**src/hw/rtl/ntoe_pkg.sv**
```systemverilog
// shared types and constants for the neighbor table
`default_nettype none

package ntoe_pkg;

  // table geometry and field widths
  localparam int unsigned ENTRIES_DEF   = 8;
  localparam int unsigned ID_W          = 32;
  localparam int unsigned TIME_W        = 32;
  localparam int unsigned SLOT_W        = 3;
  localparam int unsigned OCNT_W        = 4;
  localparam int unsigned CFG_DATA_W    = 32;
  localparam int unsigned CFG_ADDR_W    = 3;

  // configuration register reset and register indexes
  localparam logic [TIME_W-1:0] TIMEOUT_RESET = 32'd7200000;
  localparam logic [0:0]        REG_TIMEOUT   = 1'b0;

  // transaction function codes
  localparam logic FUNC_BEACON = 1'b0;
  localparam logic FUNC_EXPIRE = 1'b1;

  // sequencer states
  typedef enum logic [1:0] {
    ST_IDLE,
    ST_SCAN,
    ST_FINISH
  } state_t;

endpackage

`default_nettype wire

```
**src/hw/rtl/ntoe_ram.sv**
```systemverilog
// generic single-write, single-read ram with registered read data
`default_nettype none

module ntoe_ram #(
  parameter int unsigned WIDTH = 64,
  parameter int unsigned DEPTH = 8
) (
  input  wire logic                     clk,
  input  wire logic                     we,
  input  wire logic [$clog2(DEPTH)-1:0] waddr,
  input  wire logic [WIDTH-1:0]         wdata,
  input  wire logic [$clog2(DEPTH)-1:0] raddr,
  output logic      [WIDTH-1:0]         rdata
);

  logic [WIDTH-1:0] mem [DEPTH];

  // write port
  always_ff @(posedge clk) begin
    if (we) begin
      mem[waddr] <= wdata;
    end
  end

  // registered read port
  always_ff @(posedge clk) begin
    rdata <= mem[raddr];
  end

endmodule

`default_nettype wire

```
**src/hw/rtl/neighbor_table_oldest_evict_expire.sv**
```systemverilog
// top level of the neighbor table with aging and oldest-entry eviction
//
//   channel | direction | handshake        | payload
//   in_     | input     | in_valid/ready   | func, node_id, now_time
//   out_    | output    | out_valid/ready  | stored_slot, was_present, evicted_oldest,
//           |           |                  | removed_count, entry_count
//   cfg     | input     | apb psel/penable | timeout_ticks at byte address 0
//
// one transaction at a time: accept, then one ram read per cycle over the valid
// entries through the single ram read port; a beacon that finds its id stops the
// scan early. reset clears the entry count and the control state, not the ram; the
// ram needs no clearing pass.
// a waiting result sits in the output register while the next item is accepted.
`default_nettype none

module neighbor_table_oldest_evict_expire #(
  parameter int unsigned ENTRIES = ntoe_pkg::ENTRIES_DEF
) (
  input  wire logic                              clk,
  input  wire logic                              rst_n,
  // input channel
  input  wire logic                              in_valid,
  output logic                                   in_ready,
  input  wire logic                              in_func,
  input  wire logic [ntoe_pkg::ID_W-1:0]         in_node_id,
  input  wire logic [ntoe_pkg::TIME_W-1:0]       in_now_time,
  // result channel
  output logic                                   out_valid,
  input  wire logic                              out_ready,
  output logic      [ntoe_pkg::SLOT_W-1:0]       out_stored_slot,
  output logic                                   out_was_present,
  output logic                                   out_evicted_oldest,
  output logic      [ntoe_pkg::OCNT_W-1:0]       out_removed_count,
  output logic      [ntoe_pkg::OCNT_W-1:0]       out_entry_count,
  // configuration port
  input  wire logic                              psel,
  input  wire logic                              penable,
  input  wire logic                              pwrite,
  input  wire logic [ntoe_pkg::CFG_ADDR_W-1:0]   paddr,
  input  wire logic [ntoe_pkg::CFG_DATA_W-1:0]   pwdata,
  output logic      [ntoe_pkg::CFG_DATA_W-1:0]   prdata,
  output logic                                   pready
);

  import ntoe_pkg::*;

  localparam int unsigned IDX_W = $clog2(ENTRIES);
  localparam int unsigned CNT_W = $clog2(ENTRIES + 1);
  localparam int unsigned ROW_W = ID_W + TIME_W;
  localparam logic [CNT_W-1:0] FULL = CNT_W'(ENTRIES);

  // control state
  state_t             state_r, state_nxt;
  logic [CNT_W-1:0]   count_r;
  logic [TIME_W-1:0]  timeout_r;
  logic [CNT_W-1:0]   rd_cnt_r;
  logic               dv_r;
  logic               out_valid_r;

  // item and scan payload
  logic               func_r;
  logic [ID_W-1:0]    id_r;
  logic [TIME_W-1:0]  now_r;
  logic [IDX_W-1:0]   didx_r;
  logic [TIME_W-1:0]  best_r;
  logic [IDX_W-1:0]   best_idx_r;
  logic [CNT_W-1:0]   kept_r;
  logic [IDX_W-1:0]   res_slot_r;
  logic               res_present_r;
  logic               res_evicted_r;
  logic [CNT_W-1:0]   res_removed_r;
  logic [SLOT_W-1:0]  out_slot_r;
  logic               out_present_r;
  logic               out_evicted_r;
  logic [OCNT_W-1:0]  out_removed_r;
  logic [OCNT_W-1:0]  out_count_r;

  // ram ports
  logic               mem_we;
  logic [IDX_W-1:0]   mem_waddr;
  logic [ROW_W-1:0]   mem_wdata;
  logic [ROW_W-1:0]   mem_rdata;
  logic [ID_W-1:0]    rd_id;
  logic [TIME_W-1:0]  rd_seen;

  // scan decode
  logic               accept;
  logic               issue;
  logic               scan_last;
  logic               match;
  logic               scan_done;
  logic               take_min;
  logic [IDX_W-1:0]   min_idx;
  logic [TIME_W-1:0]  age;
  logic               keep;
  logic [CNT_W-1:0]   kept_nxt;
  logic [IDX_W-1:0]   pick;
  logic               has_room;
  logic               out_free;
  logic               cfg_wr;

  // entry row: id in the upper half, last-seen time in the lower half
  ntoe_ram #(
    .WIDTH (ROW_W),
    .DEPTH (ENTRIES)
  ) u_ram (
    .clk   (clk),
    .we    (mem_we),
    .waddr (mem_waddr),
    .wdata (mem_wdata),
    .raddr (rd_cnt_r[IDX_W-1:0]),
    .rdata (mem_rdata)
  );

  assign rd_id   = mem_rdata[ROW_W-1:TIME_W];
  assign rd_seen = mem_rdata[TIME_W-1:0];

  // handshakes
  assign in_ready = (state_r == ST_IDLE);
  assign accept   = in_valid && in_ready;
  assign out_free = !out_valid_r || out_ready;

  // scan bookkeeping on the row returned this cycle
  assign issue     = (state_r == ST_SCAN) && (rd_cnt_r < count_r) && !scan_done;
  assign scan_last = dv_r && (CNT_W'(didx_r) == count_r - CNT_W'(1));
  assign match     = dv_r && (func_r == FUNC_BEACON) && (rd_id == id_r);
  assign scan_done = (state_r == ST_SCAN) &&
                     ((count_r == '0) || match || scan_last);

  // running minimum of raw last-seen times, lowest index wins ties
  assign take_min = dv_r && ((didx_r == '0) || (rd_seen < best_r));
  assign min_idx  = take_min ? didx_r : best_idx_r;

  // wrap-around age test for expire
  assign age      = now_r - rd_seen;
  assign keep     = dv_r && (func_r == FUNC_EXPIRE) && (age <= timeout_r);
  assign kept_nxt = kept_r + CNT_W'(keep);

  // beacon slot choice: hit, append, or evict the oldest
  assign has_room = (count_r < FULL);
  always_comb begin
    if (match) begin
      pick = didx_r;
    end else if (has_room) begin
      pick = count_r[IDX_W-1:0];
    end else begin
      pick = min_idx;
    end
  end

  // ram write: beacon writes once at scan end, expire compacts survivors
  always_comb begin
    mem_we    = 1'b0;
    mem_waddr = kept_r[IDX_W-1:0];
    mem_wdata = mem_rdata;
    if (func_r == FUNC_BEACON) begin
      mem_we    = scan_done;
      mem_waddr = pick;
      mem_wdata = {id_r, now_r};
    end else begin
      mem_we    = keep && (state_r == ST_SCAN);
    end
  end

  // next state
  always_comb begin
    state_nxt = state_r;
    case (state_r)
      ST_IDLE: begin
        if (accept) begin
          state_nxt = ST_SCAN;
        end
      end
      ST_SCAN: begin
        if (scan_done) begin
          state_nxt = ST_FINISH;
        end
      end
      ST_FINISH: begin
        if (out_free) begin
          state_nxt = ST_IDLE;
        end
      end
      default: state_nxt = ST_IDLE;
    endcase
  end

  // control registers
  always_ff @(posedge clk) begin
    if (!rst_n) begin
      state_r     <= ST_IDLE;
      count_r     <= '0;
      timeout_r   <= TIMEOUT_RESET;
      rd_cnt_r    <= '0;
      dv_r        <= 1'b0;
      out_valid_r <= 1'b0;
    end else begin
      state_r <= state_nxt;
      dv_r    <= issue;
      if (accept) begin
        rd_cnt_r <= '0;
      end else if (issue) begin
        rd_cnt_r <= rd_cnt_r + CNT_W'(1);
      end
      if (scan_done) begin
        if (func_r == FUNC_EXPIRE) begin
          count_r <= kept_nxt;
        end else if (!match && has_room) begin
          count_r <= count_r + CNT_W'(1);
        end
      end
      if (cfg_wr) begin
        timeout_r <= pwdata;
      end
      if ((state_r == ST_FINISH) && out_free) begin
        out_valid_r <= 1'b1;
      end else if (out_ready) begin
        out_valid_r <= 1'b0;
      end
    end
  end

  // payload registers
  always_ff @(posedge clk) begin
    if (accept) begin
      func_r <= in_func;
      id_r   <= in_node_id;
      now_r  <= in_now_time;
      kept_r <= '0;
    end else if (state_r == ST_SCAN) begin
      kept_r <= kept_nxt;
    end
    if (issue) begin
      didx_r <= rd_cnt_r[IDX_W-1:0];
    end
    if (take_min && (state_r == ST_SCAN)) begin
      best_r     <= rd_seen;
      best_idx_r <= didx_r;
    end
    if (scan_done) begin
      if (func_r == FUNC_BEACON) begin
        res_slot_r    <= pick;
        res_present_r <= match;
        res_evicted_r <= !match && !has_room;
        res_removed_r <= '0;
      end else begin
        res_slot_r    <= '0;
        res_present_r <= 1'b0;
        res_evicted_r <= 1'b0;
        res_removed_r <= count_r - kept_nxt;
      end
    end
    if ((state_r == ST_FINISH) && out_free) begin
      out_slot_r    <= SLOT_W'(res_slot_r);
      out_present_r <= res_present_r;
      out_evicted_r <= res_evicted_r;
      out_removed_r <= OCNT_W'(res_removed_r);
      out_count_r   <= OCNT_W'(count_r);
    end
  end

  assign out_valid          = out_valid_r;
  assign out_stored_slot    = out_slot_r;
  assign out_was_present    = out_present_r;
  assign out_evicted_oldest = out_evicted_r;
  assign out_removed_count  = out_removed_r;
  assign out_entry_count    = out_count_r;

  // configuration port
  assign pready = 1'b1;
  assign cfg_wr = psel && penable && pwrite && pready &&
                  (paddr[CFG_ADDR_W-1:2] == REG_TIMEOUT);
  assign prdata = (paddr[CFG_ADDR_W-1:2] == REG_TIMEOUT) ? timeout_r : '0;

endmodule

`default_nettype wire

```
**config.mk**
```make
export PLATFORM = sky130hd
export DESIGN_NAME = neighbor_table_oldest_evict_expire
export DESIGN_NICKNAME = d
export VERILOG_FILES = /design/src/hw/rtl/ntoe_pkg.sv /design/src/hw/rtl/ntoe_ram.sv /design/src/hw/rtl/neighbor_table_oldest_evict_expire.sv
export SDC_FILE = /design/constraint.sdc
export NUM_CORES = 1
export LEC_CHECK = 0
export BUFFER_PORTS_ARGS = -buffer_cell sky130_fd_sc_hd__buf_2
export CORE_MARGIN = 2
export CORE_UTILIZATION = 35
export DETAILED_ROUTE_END_ITERATION = 10
export GPL_TIMING_DRIVEN = 0
export PLACE_DENSITY_LB_ADDON = 0.2
export SYNTH_ARGS = -nofsm -noshare
export SYNTH_HDL_FRONTEND = slang
export SYNTH_SLANG_ARGS = --single-unit
export TNS_END_PERCENT = 10
```
**constraint.sdc**
```tcl
create_clock -name clk -period 32.7 [get_ports clk]
set_clock_uncertainty 0.05 [all_clocks]
set_input_delay 3.27 -clock clk [delete_from_list [all_inputs] [get_ports clk]]
set_output_delay 3.27 -clock clk [all_outputs]
set_load 0.03 [all_outputs]
```
Word level (Yosys, flattened, before mapping)
Memories as Yosys holds them, arrays and structs flattened. A register that Yosys moved wholly into a read port is not among the register bits.
Index checks and enable logic that the tools add are counted.

word-level totals
  output and inout port bits = 48
  flip-flop bits (word level) = 173
  memory bits (writable) = 512
  memories kept = 1

operators by class
  mux-type cells = 17
  equality and inequality tests = 7
  reduce and logical (&&, ||, !) cells = 34
  add/subtract/negate cells = 6
  order comparisons = 4
  bitwise operators = 3

memories
  memory     depth  bits a word  read ports  clocked after memory_dff  write ports  RTL line        text
  u_ram.mem  8      64           1           1                         1            ntoe_ram.sv:16  logic [WIDTH-1:0] mem [DEPTH];

operators with widths
  cell                                                                 number
  64-bit two-way mux                                                   1
  32-bit equality test                                                 1
  32-bit <= comparator                                                 1
  32-bit < comparator                                                  1
  32-bit two-way mux                                                   1
  32-bit subtractor                                                    1
  1-bit logical AND                                                    18
  3-bit two-way mux                                                    4
  4-bit by 1-bit adder with 4-bit output (second input constant)       2
  4-bit two-way mux                                                    2
  2-bit two-way mux                                                    3
  2-bit case mux with 3 select lines                                   1
  1-bit two-way mux                                                    5
  4-bit by 1-bit adder with 4-bit output                               1
  3-bit by 4-bit equality test with 1-bit output                       1
  1-bit logical NOT                                                    4
  4-bit logical NOT                                                    1
  1-bit logical OR                                                     4
  4-bit < comparator                                                   1
  4-bit < comparator (second input constant)                           1
  2-bit != test (second input constant)                                2
  2-bit nonzero test                                                   2
  4-bit by 1-bit subtractor with 4-bit output (second input constant)  1
  4-bit subtractor                                                     1
  other kinds (9)                                                      11

Longest topological paths before layout
Gate-level depths: netlist of the first run.

  depth in word-level cells = 9
  mapped depth = 27
  depth with buffers taken out = 27

Hierarchy
A second synthesis of the first run with hierarchy kept.

second synthesis, totals
  cells, all modules = 1,857
  area total of the unflattened synthesis = 31,291.3 sq um

by module, submodules not included
  module                              times used  seq. area each (sq um)  area each (sq um)  cells an instance
  ntoe_ram                            1           16,656.0                20,547.2           816
  neighbor_table_oldest_evict_expire  1           4,714.5                 10,744.1           1,041

Worst setup path before layout of the first run
No wires, ideal clock.

  path kind = register to register
  start point = register now_r[16]
  end point = memory u_ram.mem[1][0] (enable)
  cell stages (with the launch flop) = 18
  setup slack = 22,116 ps
  arrival time = 9,890 ps
  buffers on the path = 0
  cell sequence = edfxtp_1 -> ha_1 -> a21o_1 -> a211oi_1 -> o211ai_1 -> o31ai_1 -> o31a_1 -> nand2b_1 -> a21oi_1 -> xor2_1 -> ha_1 -> nand4_1 -> nor2_1 -> nand4_1 -> or4_1 -> o21ai_0 -> a21boi_0 -> nor4_1

between the ends
  word-level cells in the longest chain between the ends = 7

ends and longest elaborated chain
  item                                     RTL line                                   text
  from (decl)                              neighbor_table_oldest_evict_expire.sv:63   logic [TIME_W-1:0] now_r;
  from (signal assigned)                   neighbor_table_oldest_evict_expire.sv:228  now_r <= in_now_time;
  32-bit subtractor                        neighbor_table_oldest_evict_expire.sv:135  assign age = now_r - rd_seen;
  32-bit <= comparator                     neighbor_table_oldest_evict_expire.sv:136  assign keep = dv_r && (func_r == FUNC_EXPIRE) && (age <= timeout_r);
  1-bit logical AND                        neighbor_table_oldest_evict_expire.sv:136
  1-bit logical AND                        neighbor_table_oldest_evict_expire.sv:161  mem_we = keep && (state_r == ST_SCAN);
  1-bit two-way mux                        neighbor_table_oldest_evict_expire.sv:156  if (func_r == FUNC_BEACON) begin
  1-bit two-way mux                        ntoe_ram.sv:20                             if (we) begin
  1-bit two-way mux (implied by the code)  ntoe_ram.sv:21                             mem[waddr] <= wdata;
  to (decl)                                ntoe_ram.sv:16

Every way passes these cells.

Worst setup path in the final report of the first run
  start point = register now_r[16]
  end point = memory u_ram.mem[2][53] (enable)

Same word-level chain as after synthesis.

==> results of run 1 <==
-- cells in the mapped netlist, drive strengths merged, types with 3 or more instances --
cell	count	area share (%)
edfxtp	637	61
and2	8	0.16
xnor2	57	1.6
or4	3	0.072
o21bai	7	0.17
a22o	4	0.11
nand3	12	0.19
dfxtp	112	7.2
a21oi	75	1.2
o21ai	40	0.66
a211oi	11	0.27
a21boi	4	0.096
buf	15	0.21
o31a	6	0.17
mux2i	3	0.096
inv	119	1.4
nor3	9	0.14
a31oi	3	0.060
o31ai	4	0.096
mux4	128	9.3
nor2	87	1.0
nand2b	16	0.32
and3	5	0.12
nand4	22	0.46
a311oi	4	0.13
nor2b	8	0.16
xor2	8	0.23
o21a	8	0.19
clkbuf	52	0.63
nand2	93	1.1
nor4	11	0.24
a21o	22	0.53
mux2	126	4.6
ha	105	4.2
o211ai	19	0.46
-- metrics by stage --
step,power [mW],instance area [sq um],utilization [%],setup slack [ns]
floorplan,1.21,31100,-,22.12
global placement,1.26,33300,37.8,12.56
detailed placement,1.27,34200,38.8,24.82
CTS,2.21,37000,41.9,24.83
global route,2.27,37000,41.9,24.46
finish,2.19,37000,41.9,24.88
-- layer usage --
metal / up-vias / GRT usage [%]
li1: 7918 / -
met1: 8826 / 22.6
met2: 455 / 27.6
met3: 95 / 3.10
met4: 0 / 4.53
met5: - / 0
-- layout make-up --
cell class	count	area, sq um
fill	7890	51200
clock inverter	47	556
clock buffer	107	2220
buffer	67	262
sequential	749	21400
multi-input combinational	939	9100
inverter	119	449
tap	1165	1460
timing repair buffer	252	1600
-- registers in the layout, summed over array words and instances, names as in the netlist, 2 cells and up --
register	flops
best_idx_r	3
best_r	32
count_r	4
didx_r	3
id_r	32
kept_r	4
now_r	32
out_entry_count	4
out_removed_count	4
out_stored_slot	3
rd_cnt_r	4
res_removed_r	4
res_slot_r	3
state_r	2
timeout_r	32
u_ram.mem	512
u_ram.rdata	64
-- power by group --
group	internal (mW)	switching (mW)
sequential	1.07	0.0156
clock	0.549	0.391
combinational	0.0645	0.0985
-- worst paths after layout --
path / from / endpoint / slack (ns) / depth (start not counted)
worst max-delay path: now_r[16]$_DFFE_PP_ / u_ram.mem[2][53]$_DFFE_PP_ / 24.88 / 22
worst min-delay path: res_present_r$_SDFFCE_PP0P_ / out_was_present$_DFFE_PP_ / 0.37 / 0
worst max register to register: now_r[16]$_DFFE_PP_ / u_ram.mem[2][53]$_DFFE_PP_ / 24.88 / 22
worst min register to register: res_present_r$_SDFFCE_PP0P_ / out_was_present$_DFFE_PP_ / 0.37 / 0
-- cells by family after synthesis --
group,count (synthesis)
multiplexers,257
buffers and inverters,186
AO/OA/AOI/OAI,223
AND/OR/NAND/NOR,286
adder cells (fa/ha/maj),107
other,1
XOR/XNOR,65
flip-flops,749
==> run metrics, run 1 <==
outcome finished, final reports clean; detailed-route vias per instance around 5; Hold WC Path Type flop to flop; max-cap violations 0; sum of routed wire length over all layers roughly 76000 microns; post-synthesis async set-or-reset flop share 0%; number of flops mapped to enable cells by yosys between 600 and 700; number of standard cells after synthesis 1874; Compound-Gate Fraction of Synth Area between 4 and 5%; number of different library cells in the post-synthesis netlist 68; met2 routed WL around 37000 microns; horizontal die dimension 302 microns; area of the core between 80000 and 90000 sq um; clk_lat worst skew 0.64 ns; count of final max-slew check failures 0; total half-perimeter wirelength after legalization and detailed placement 55300 microns; total number of H-tree levels 3; total nets after synthesis around 2100; topmost layer with routed signal wires met4; largest net degree at the start of global routing 38; total of buffers placed on input and output ports 150; Pwr per Cell Area a little under 60 nW/um^2; start-to-end type of the worst setup path flop to flop; dominant combinational cell family by area after synthesis multiplexers; critical path startpoint category flop; initial antenna violation count 0; critical-path cell list ha_1 -> a21o_1 -> a211oi_1 -> o211ai_1 -> o31ai_1 -> o31a_1 -> o21ai_0 -> a21boi_1 -> xnor2_1 -> ha_1 -> nand4_1 -> nor2_1 -> nand4_1 -> or4_1 -> o21ai_0 -> a21boi_0 -> nor4_2 -> buf_4 -> buf_4 -> buf_4 -> buf_4 -> buf_4; CTS buffer count 83; post-cts hold buffer count 0; setup violation total in the final timing report 0; post-synthesis sequential area ratio 68.7%; clock tree from TritonCTS done; kind of cell adding the most delay to the critical path compound AO/OA/AOI/OAI gates; global-route wire length before repair 113000 microns; Top cell by count, worst path buf_4; maximum clock path buffer count 3; grt ovf 0; CP arrival 8.12 ns; final hold slack 0.367 ns; io pins 155; top achievable clock speed 0.128 GHz; total met3 wirelength after detailed routing about 4100 microns; total die area a little over 90000 sq um; Critical Path Slowest Stage Cell nor4_2; post-detailed-route wirelength per cell 22.0 microns; ratio of cells with drive above 1 in the final layout roughly 29%; final clock period utilization by the worst path 23.9%; Post-Synth Adder-Cell Area between 4 and 5%; clock transition at the register clock pins on the worst setup and hold paths after CTS 0.06 ns; area growth from synthesis to layout 18.9%; detailed-route DRC error count 0; peak ir drop on the vdd network 43.3 uV; cell row count 109; unrepaired setup endpoints after global routing no; leading register cell type out of synthesis edfxtp_1; biggest cell delay along the critical path 0.79 ns; buffer and inverter count on the worst path 5; Data required, critical path 33.00 ns; average size of a mapped cell 16.6 sq um; total setup buffers inserted after CTS 0; gp weighted congestion around 0.86; tightest slew margin relative to the limit 23.3%; number of vias in the routed layout 17300; Critical Path Fanout Max 7; First-pass DRT Iterations 7; highest-count cells in the layout ignoring fill and taps 637 x edfxtp_1, 155 x buf_2, 128 x mux4_2; Non-Filler Instances 3445; DRT met1 WL 33800 microns; leakage power figure 12.9 nW; remaining antenna violation count after routing 0; minimum clock period after layout 7.82 ns; Post-Synth XOR/XNOR Area under 10%; synth warn 0; number of register bits inferred by synthesis about 750; transition time at the pin with the least slew margin 1.15 ns; clk root buf clkbuf_16; number of clock sinks 749; simple-gate portion of the synthesized area 4.36%; count of inserted antenna diode cells 0; total of cells resized after clock tree synthesis 0; endpoint kind of the worst setup timing path flop; post-synthesis mux area share between 10% and 20%; count of nets after finishing 2425; total track usage approximately 17%; initial core utilization 35.3%; count of final hold-check violations 0; vias in the first global route around 18000; Chip Height between 300 and 400 microns; number of DRC markers after the initial detailed-route iteration 1192; dpl cells around 3300; area of the mapped netlist 31100 sq um; final setup TNS 0 ns; most common cell after layout, fill and taps aside edfxtp_1
Power figures use the tool's default switching activity.
==> inputs of run 2 (changes only) <==
Settings changed: ABC_AREA from default to 1.
Clock period 32.7 ns to 7.9 ns, I/O delays scaled along.
==> run 2 against run 1 <==
Die area grew 2.3%; largest power group unchanged; synthesized area is 2.3% higher; highest routed layer unchanged; critical path depth is the same; design area up 1.0%; sequential share of layout area fell by 0.58 points; hold slack worse by 0.10 ns; register-to-register slack got worse by 23 ns; sequential cell count stayed put; critical endpoint is now u_ram.mem[2][10]$_DFFE_PP_.
==> run metrics, run 2 <==
outcome finished, final reports clean; peak ir drop on the vdd network 149 uV (+240%); Cells on Worst Hold Path 1 (+1); total number of H-tree levels 3 (unchanged); post-cts hold buffer count 0 (unchanged); detailed-route vias per instance 5.00 (-0.36%); multi-input combinational cell area 9250 sq um (+1.7%); commonest cells in the synthesized netlist 637 x edfxtp_1, 548 x nor2_1, 367 x o21ai_0; total nets after synthesis 3033 (+45%); number of standard cells after synthesis 2819 (+50%); Critical Path Fanout Max 24 (+17); total half-perimeter wirelength after legalization and detailed placement 61300 microns (+11%); path depth of the worst reg2reg path 22 (unchanged); Layout fillers 8526 (+8.1%); leading register cell type out of synthesis edfxtp_1; number of clock sinks 749 (unchanged); CP arrival 6.23 ns (-1.89 ns); clk root buf clkbuf_16; transition time at the pin with the least slew margin 1.37 ns (+0.216 ns); final hold slack 0.265 ns (-0.102 ns); dpl cells 4166 (+27%); largest net degree at the start of global routing 38 (unchanged); critical path startpoint category flop; detailed-route DRC error count 0 (unchanged); clock tree from TritonCTS done; grt ovf 0 (unchanged); count of inserted antenna diode cells 0 (unchanged); Critical R2R Launch now_r[0]$_DFFE_PP_; flip-flop count of the largest register, all copies and words added 512 (unchanged); met2 track utilization from global routing 30.4% (+2.8 points); final core utilization 41.5% (-0.47 points); maximum clock path buffer count 3 (unchanged); area share of the largest cell type after synthesis 60.1% (-1.4 points); layer carrying the most global-route usage met2; total die area 93400 sq um (+2.3%); min-delay src in_now_time[15]; CTS buffer count 83 (unchanged); post-detailed-route wirelength per cell 20.5 microns (-7.1%); DP Area 34600 sq um (+0.97%); highest-count cells in the layout ignoring fill and taps 637 x edfxtp_1, 539 x nor2_1, 367 x o21ai_0; global-route met1 utilization 25.7% (+3.1 points); power after layout 10.4 mW (+380%); Data required, critical path 8.17 ns (-24.83 ns); largest register by flop count u_ram.mem; ratio of cells with drive above 1 in the final layout 12.0% (-17 points); top achievable clock speed 0.168 GHz (+31%); clock transition at the register clock pins on the worst setup and hold paths after CTS 0.06 ns (about the same); cell row count 110 (+0.92%); Non-Filler Instances 4320 (+25%); count of nets after finishing 3289 (+36%); total of cells resized after clock tree synthesis 0 (unchanged); Setup WS post-layout 1.94 ns (-22.94 ns); endpoint kind of the worst setup timing path flop; Pwr per Cell Area 279 nW/um^2 (+370%); horizontal die dimension 306 microns (+1.1%); final setup TNS 0 ns (unchanged); final clock period utilization by the worst path 75.4% (+51 points); Hold WC Path Type input port to flop; M3 GR Usage 2.90% (-0.20 points); Non-Filler Cell Area, Final 37400 sq um (+1.0%); total track usage 18.7% (+2.0 points); post-synthesis sequential area ratio 67.1% (-1.5 points); Top Registers u_ram.mem x512, u_ram.rdata x64; vias in the first global route 21300 (+20%); area of the mapped netlist 31800 sq um (+2.3%); average size of a mapped cell 11.3 sq um (-32%); Worst setup startpoint now_r[0]$_DFFE_PP_; tightest slew margin relative to the limit 7.91% (-15 points); area growth from synthesis to layout 17.4%; initial core utilization 35.3% (+0.042 points); area used by sequential logic in the layout 21400 sq um (unchanged); count of final max-slew check failures 0 (unchanged); area of the core 90100 sq um (+2.2%); count of final hold-check violations 0 (unchanged); start-to-end type of the worst setup path flop to flop; sum of routed wire length over all layers 88400 microns (+16%); max-cap violations 0 (unchanged); total of buffers placed on input and output ports 149 (-0.67%); number of register bits inferred by synthesis 749 (unchanged); unrepaired setup endpoints after global routing no; minimum clock period after layout 5.96 ns (-1.86 ns); synth warn 0 (unchanged); global-route wire length before repair 132000 microns (+17%); setup violation total in the final timing report 0 (unchanged); Yosys top cell by area edfxtp_1; First-pass DRT Iterations 5 (-2); io pins 155 (unchanged); initial antenna violation count 0 (unchanged); pre-CTS WS 1.86 ns (-22.97 ns); biggest area contributors in the synthesized netlist edfxtp_1 60%, dfxtp_1 7.0%, nor2_1 6.5%; remaining antenna violation count after routing 0 (unchanged); most common cell after layout, fill and taps aside edfxtp_1; gp weighted congestion 0.867 (+1.3%); number of flops mapped to enable cells by yosys 637 (unchanged); hold path endpoint now_r[15]$_DFFE_PP_; number of DRC markers after the initial detailed-route iteration 1674 (+40%); post-synthesis async set-or-reset flop share 0% (unchanged); Chip Height 306 microns (+1.1%); FF-to-FF setup slack 1.94 ns (-22.94 ns); number of different library cells in the post-synthesis netlist 58 (-15%); number of vias in the routed layout 21600 (+25%); total setup buffers inserted after CTS 0 (unchanged); leakage power figure 13.9 nW (+7.7%); end of the worst register-to-register path u_ram.mem[2][10]$_DFFE_PP_; library cell with the highest instance count after synthesis edfxtp_1; clk_lat worst skew 0.65 ns (about the same)
## run 2: report_power, final
part | internal [mW] | switching [mW]
Clock | 2.35 | 1.61
Sequential | 4.62 | 0.128
Combinational | 0.550 | 1.17
## run 2: area by class of cell
class                   instances  area share [%]
flip-flops and latches        749            57.2
repair buffers                171            3.18
clock buffers                 111            6.13
multi-input cells            1736            24.7
clock inverters                43            1.39
well taps                    1176            3.94
inverters                     200            2.01
plain buffers                 134            1.45
## run 2: logic make-up after synthesis
group | count (synthesis) | share of synthesized area [%]
and+or+nand+nor | 920 | 11.9
DFF | 749 | 67.1
AOI/OAI and AO/OA | 658 | 11.3
buffers and inverters | 334 | 4.06
adders and majority gates | 107 | 4.25
xor gates and xnor gates | 50 | 1.38
other | 1 | 0.0118
## run 2: layer usage
metal / vias up / wire [microns]
li1: 10500 / -
met1: 10400 / 40800
met2: 640 / 40500
met3: 140 / 4750
met4: 0 / 2330
met5: - / 0
## run 2: how the worst max path moves through the flow
| stage | to | slack [ns] | cells past startpoint |
|---|---|---|---|
| 6_report | u_ram.mem[2][10]$_DFFE_PP_ | 1.94 | 22 |
| 5_1_grt | u_ram.mem[2][4]$_DFFE_PP_ | 1.61 | 22 |
| 4_1_cts | u_ram.mem[2][8]$_DFFE_PP_ | 1.83 | 22 |
| 3_5_place_dp | u_ram.mem[2][2]$_DFFE_PP_ | 1.86 | 22 |
| 3_3_place_gp | u_ram.mem[0][2]$_DFFE_PP_ | -2.59 | 20 |
| 2_1_floorplan | u_ram.mem[2][0]$_DFFE_PP_ | 1.50 | 22 |
## run 2: critical path, cell delays in order (launching register included)
cell and delay (ns):
edfxtp_1 0.32, inv_1 0.14, ha_1 0.30, fa_1 0.43
o21ai_2 0.22, a21boi_1 0.13, o31ai_2 0.28, a21oi_1 0.23
o21ai_0 0.35, xor2_1 0.16, ha_1 0.30, nand2_1 0.06
nor2_1 0.15, nand4_1 0.18, nor2_1 0.24, nand3_1 0.26
nand2_1 0.15, nand3_1 0.17, nand2_4 0.13, nand3_4 0.14
nor2_4 0.68, buf_12 0.28, buf_12 0.22
==> inputs of run 3 (changes only) <==
Settings changed: ABC_AREA 1 to 0.
Clock period 7.9 ns to 5.23 ns, I/O delays scaled along.
==> run 3 against run 2 <==
The flow now finishes with violations (negative setup slack); power grew 31%; clock power grew 44%; core utilization up 2.2 points; non-clock buffer count rose by 77; first-iteration DRC count down 20%; critical path type unchanged; critical endpoint is now u_ram.mem[6][46]$_DFFE_PP_.
==> run metrics, run 3 (synthesis results as in run 1) <==
Hold WC Path Type input port to flop; clock tree from TritonCTS done; portion of total power attributed to the clock network 41.8% (+3.8 points); largest register by flop count u_ram.mem; count of final hold-check violations 0 (unchanged); remaining antenna violation count after routing 0 (unchanged); grt ovf 0 (unchanged); biggest cell delay along the critical path 0.51 ns (-0.17 ns); count of nets after finishing 2488 (-24%); outcome finished with violations; clk root buf clkbuf_16; cell row count 109 (-0.91%); tightest slew margin relative to the limit 19.8% (+12 points); CTS buffer count 83 (unchanged); count of final max-slew check failures 0 (unchanged); power after layout 13.6 mW (+31%); number of DRC markers after the initial detailed-route iteration 1331 (-20%); flip-flop count of the largest register, all copies and words added 512 (unchanged); initial antenna violation count 3 (+3); Setup WS post-layout -0.749 ns (-2.69 ns); transition time at the pin with the least slew margin 1.20 ns (-0.164 ns); total track usage 16.8% (-1.9 points); gp weighted congestion 0.797 (-8.2%); Pwr per Cell Area 354 nW/um^2 (+27%); combinational fraction of design power 8.5% (-8.0 points); Chip Height 302 microns (-1.1%); Net Sw Power 3.17 mW (+8.9%); final hold slack 0.0364 ns (-0.228 ns); ratio of cells with drive above 1 in the final layout 30.5% (+19 points); Non-Filler Instances 3509 (-19%); Top Registers u_ram.mem x512, u_ram.rdata x64; number of clock sinks 749 (unchanged); count of inserted antenna diode cells 0 (unchanged); clk_lat worst skew 0.64 ns (about the same); endpoint kind of the worst setup timing path flop; total half-perimeter wirelength after legalization and detailed placement 53800 microns (-12%); minimum clock period after layout 5.98 ns (+0.0226 ns); unrepaired setup endpoints after global routing yes; start-to-end type of the worst setup path flop to flop; most common cell after layout, fill and taps aside edfxtp_1; dpl cells 3247 (-22%); Seq pwr share 49.6% (+4.1 points); Top cell by count, worst path buf_6; area of the core 88200 sq um (-2.1%); First-pass DRT Iterations 5 (unchanged); total die area 91300 sq um (-2.2%); clock transition at the register clock pins on the worst setup and hold paths after CTS 0.06 ns (about the same); io pins 155 (unchanged); sum of routed wire length over all layers 76700 microns (-13%); largest net degree at the start of global routing 35 (-7.9%); total of buffers placed on input and output ports 150 (+0.67%); pre-CTS WS -1.96 ns (-3.81 ns); Critical Path Slowest Stage Cell or4_4; top achievable clock speed 0.167 GHz (-0.38%); post-detailed-route wirelength per cell 21.9 microns (+6.8%); leakage power figure 13.3 nW (-4.3%); peak ir drop on the vdd network 236 uV (+58%); global-route wire length before repair 113000 microns (-14%); Data required, critical path 5.57 ns (-2.60 ns); initial core utilization 35.3% (-0.042 points); detailed-route DRC error count 0 (unchanged); violations in the final reports negative setup slack; maximum clock path buffer count 3 (unchanged); Sw Ratio 23.2% (-4.7 points); highest-count cells in the layout ignoring fill and taps 637 x edfxtp_1, 155 x buf_2, 128 x mux4_2; area growth from synthesis to layout 23.8%; setup violation total in the final timing report 517 (+517); CP arrival 6.32 ns (+0.09 ns); vias in the first global route 18100 (-15%); Layout fillers 7766 (-8.9%); final core utilization 43.7% (+2.2 points); total number of H-tree levels 3 (unchanged); number of vias in the routed layout 17500 (-19%); path depth of the worst reg2reg path 27 (+23%); Critical Path Fanout Max 11 (-54%); Cells on Worst Hold Path 1 (unchanged); Int Pwr 10.5 mW (+39%); detailed-route vias per instance 4.99 (-0.16%); final clock period utilization by the worst path 114% (+39 points); critical path startpoint category flop; horizontal die dimension 302 microns (-1.1%); max-cap violations 0 (unchanged)
run 3: cell count changes in the layout (fill, tap and decap cells not counted), sizes merged, moves of 32 or more:
| cell | delta |
|---|---|
| buf | +62 |
| o21ai | -338 |
| mux2 | +126 |
| clkbuf | -42 |
| a31oi | -65 |
| inv | -76 |
| a21oi | -32 |
| nand2 | -172 |
| xnor2 | +38 |
| dlygate4sd3 | +61 |
| nor2 | -468 |
| o22ai | -66 |
| mux4 | +128 |
run 3: worst max-delay path, delay by kind of cell, from the launching register on:
| kind | cells | cell delay, ns |
|---|---|---|
| compound gates | 9 | 1.97 |
| xor+xnor | 1 | 0.17 |
| fa+ha+maj | 2 | 0.57 |
| buf+inv | 9 | 1.39 |
| flops | 1 | 0.45 |
| simple gates | 6 | 1.12 |
run 3: worst paths after layout:
check	from	endpoint	slack, ns
worst max register to register	now_r[1]$_DFFE_PP_	u_ram.mem[6][46]$_DFFE_PP_	-0.75
worst min register to register	res_present_r$_SDFFCE_PP0P_	out_was_present$_DFFE_PP_	0.37
worst min-delay path	in_node_id[17]	id_r[17]$_DFFE_PP_	0.04
worst max-delay path	now_r[1]$_DFFE_PP_	u_ram.mem[6][46]$_DFFE_PP_	-0.75
run 3: per-stage QoR:
| stage | instance area, sq um | setup TNS, ns |
|---|---|---|
| after global placement | 33600 | -2513.57 |
| after CTS | 38100 | -361.32 |
| after global routing | 38500 | -343.32 |
| after floorplan | 31300 | -471.66 |
| final | 38500 | -247.23 |
| after detailed placement | 34300 | -755.51 |
run 3: final cells by class:
type / instances / area, sq um / share of cell area, %
inverters: 119 / 452 / 1.17
multi-input cells: 939 / 9620 / 25.0
clock buffers: 115 / 2330 / 6.05
plain buffers: 66 / 258 / 0.669
repair buffers: 316 / 2660 / 6.92
clock inverters: 40 / 370 / 0.961
well taps: 1165 / 1460 / 3.78
flip-flops and latches: 749 / 21400 / 55.5
run 3: repair_timing:
item                                    in CTS  in global routing
pin swaps                                   37                 31
gates resized for setup                     44                 46
hold buffers                                61                  0
endpoints found under the hold margin       61                  0
endpoints found under the setup margin     524                524
gates cloned                                 0                  1
setup buffers                               23                 24
run 3: per-layer routing:
metal | global-route usage [%] | up-vias | part of all wire [%]
met2 | 27.8 | 389 | 48
met1 | 23.0 | 8982 | 45
li1 | - | 8055 | -
met3 | 2.87 | 99 | 4.8
met5 | 0 | - | 0
met4 | 4.22 | 0 | 2.0
run 3: power by group through the flow:
stage,registers (mW),clock network (mW),logic (mW)
2_1_floorplan,6.86,0,0.699
3_3_place_gp,6.91,0,0.995
3_5_place_dp,6.90,0,1.05
4_1_cts,6.77,5.87,1.14
5_1_grt,6.78,6.10,1.28
6_report,6.77,5.70,1.16
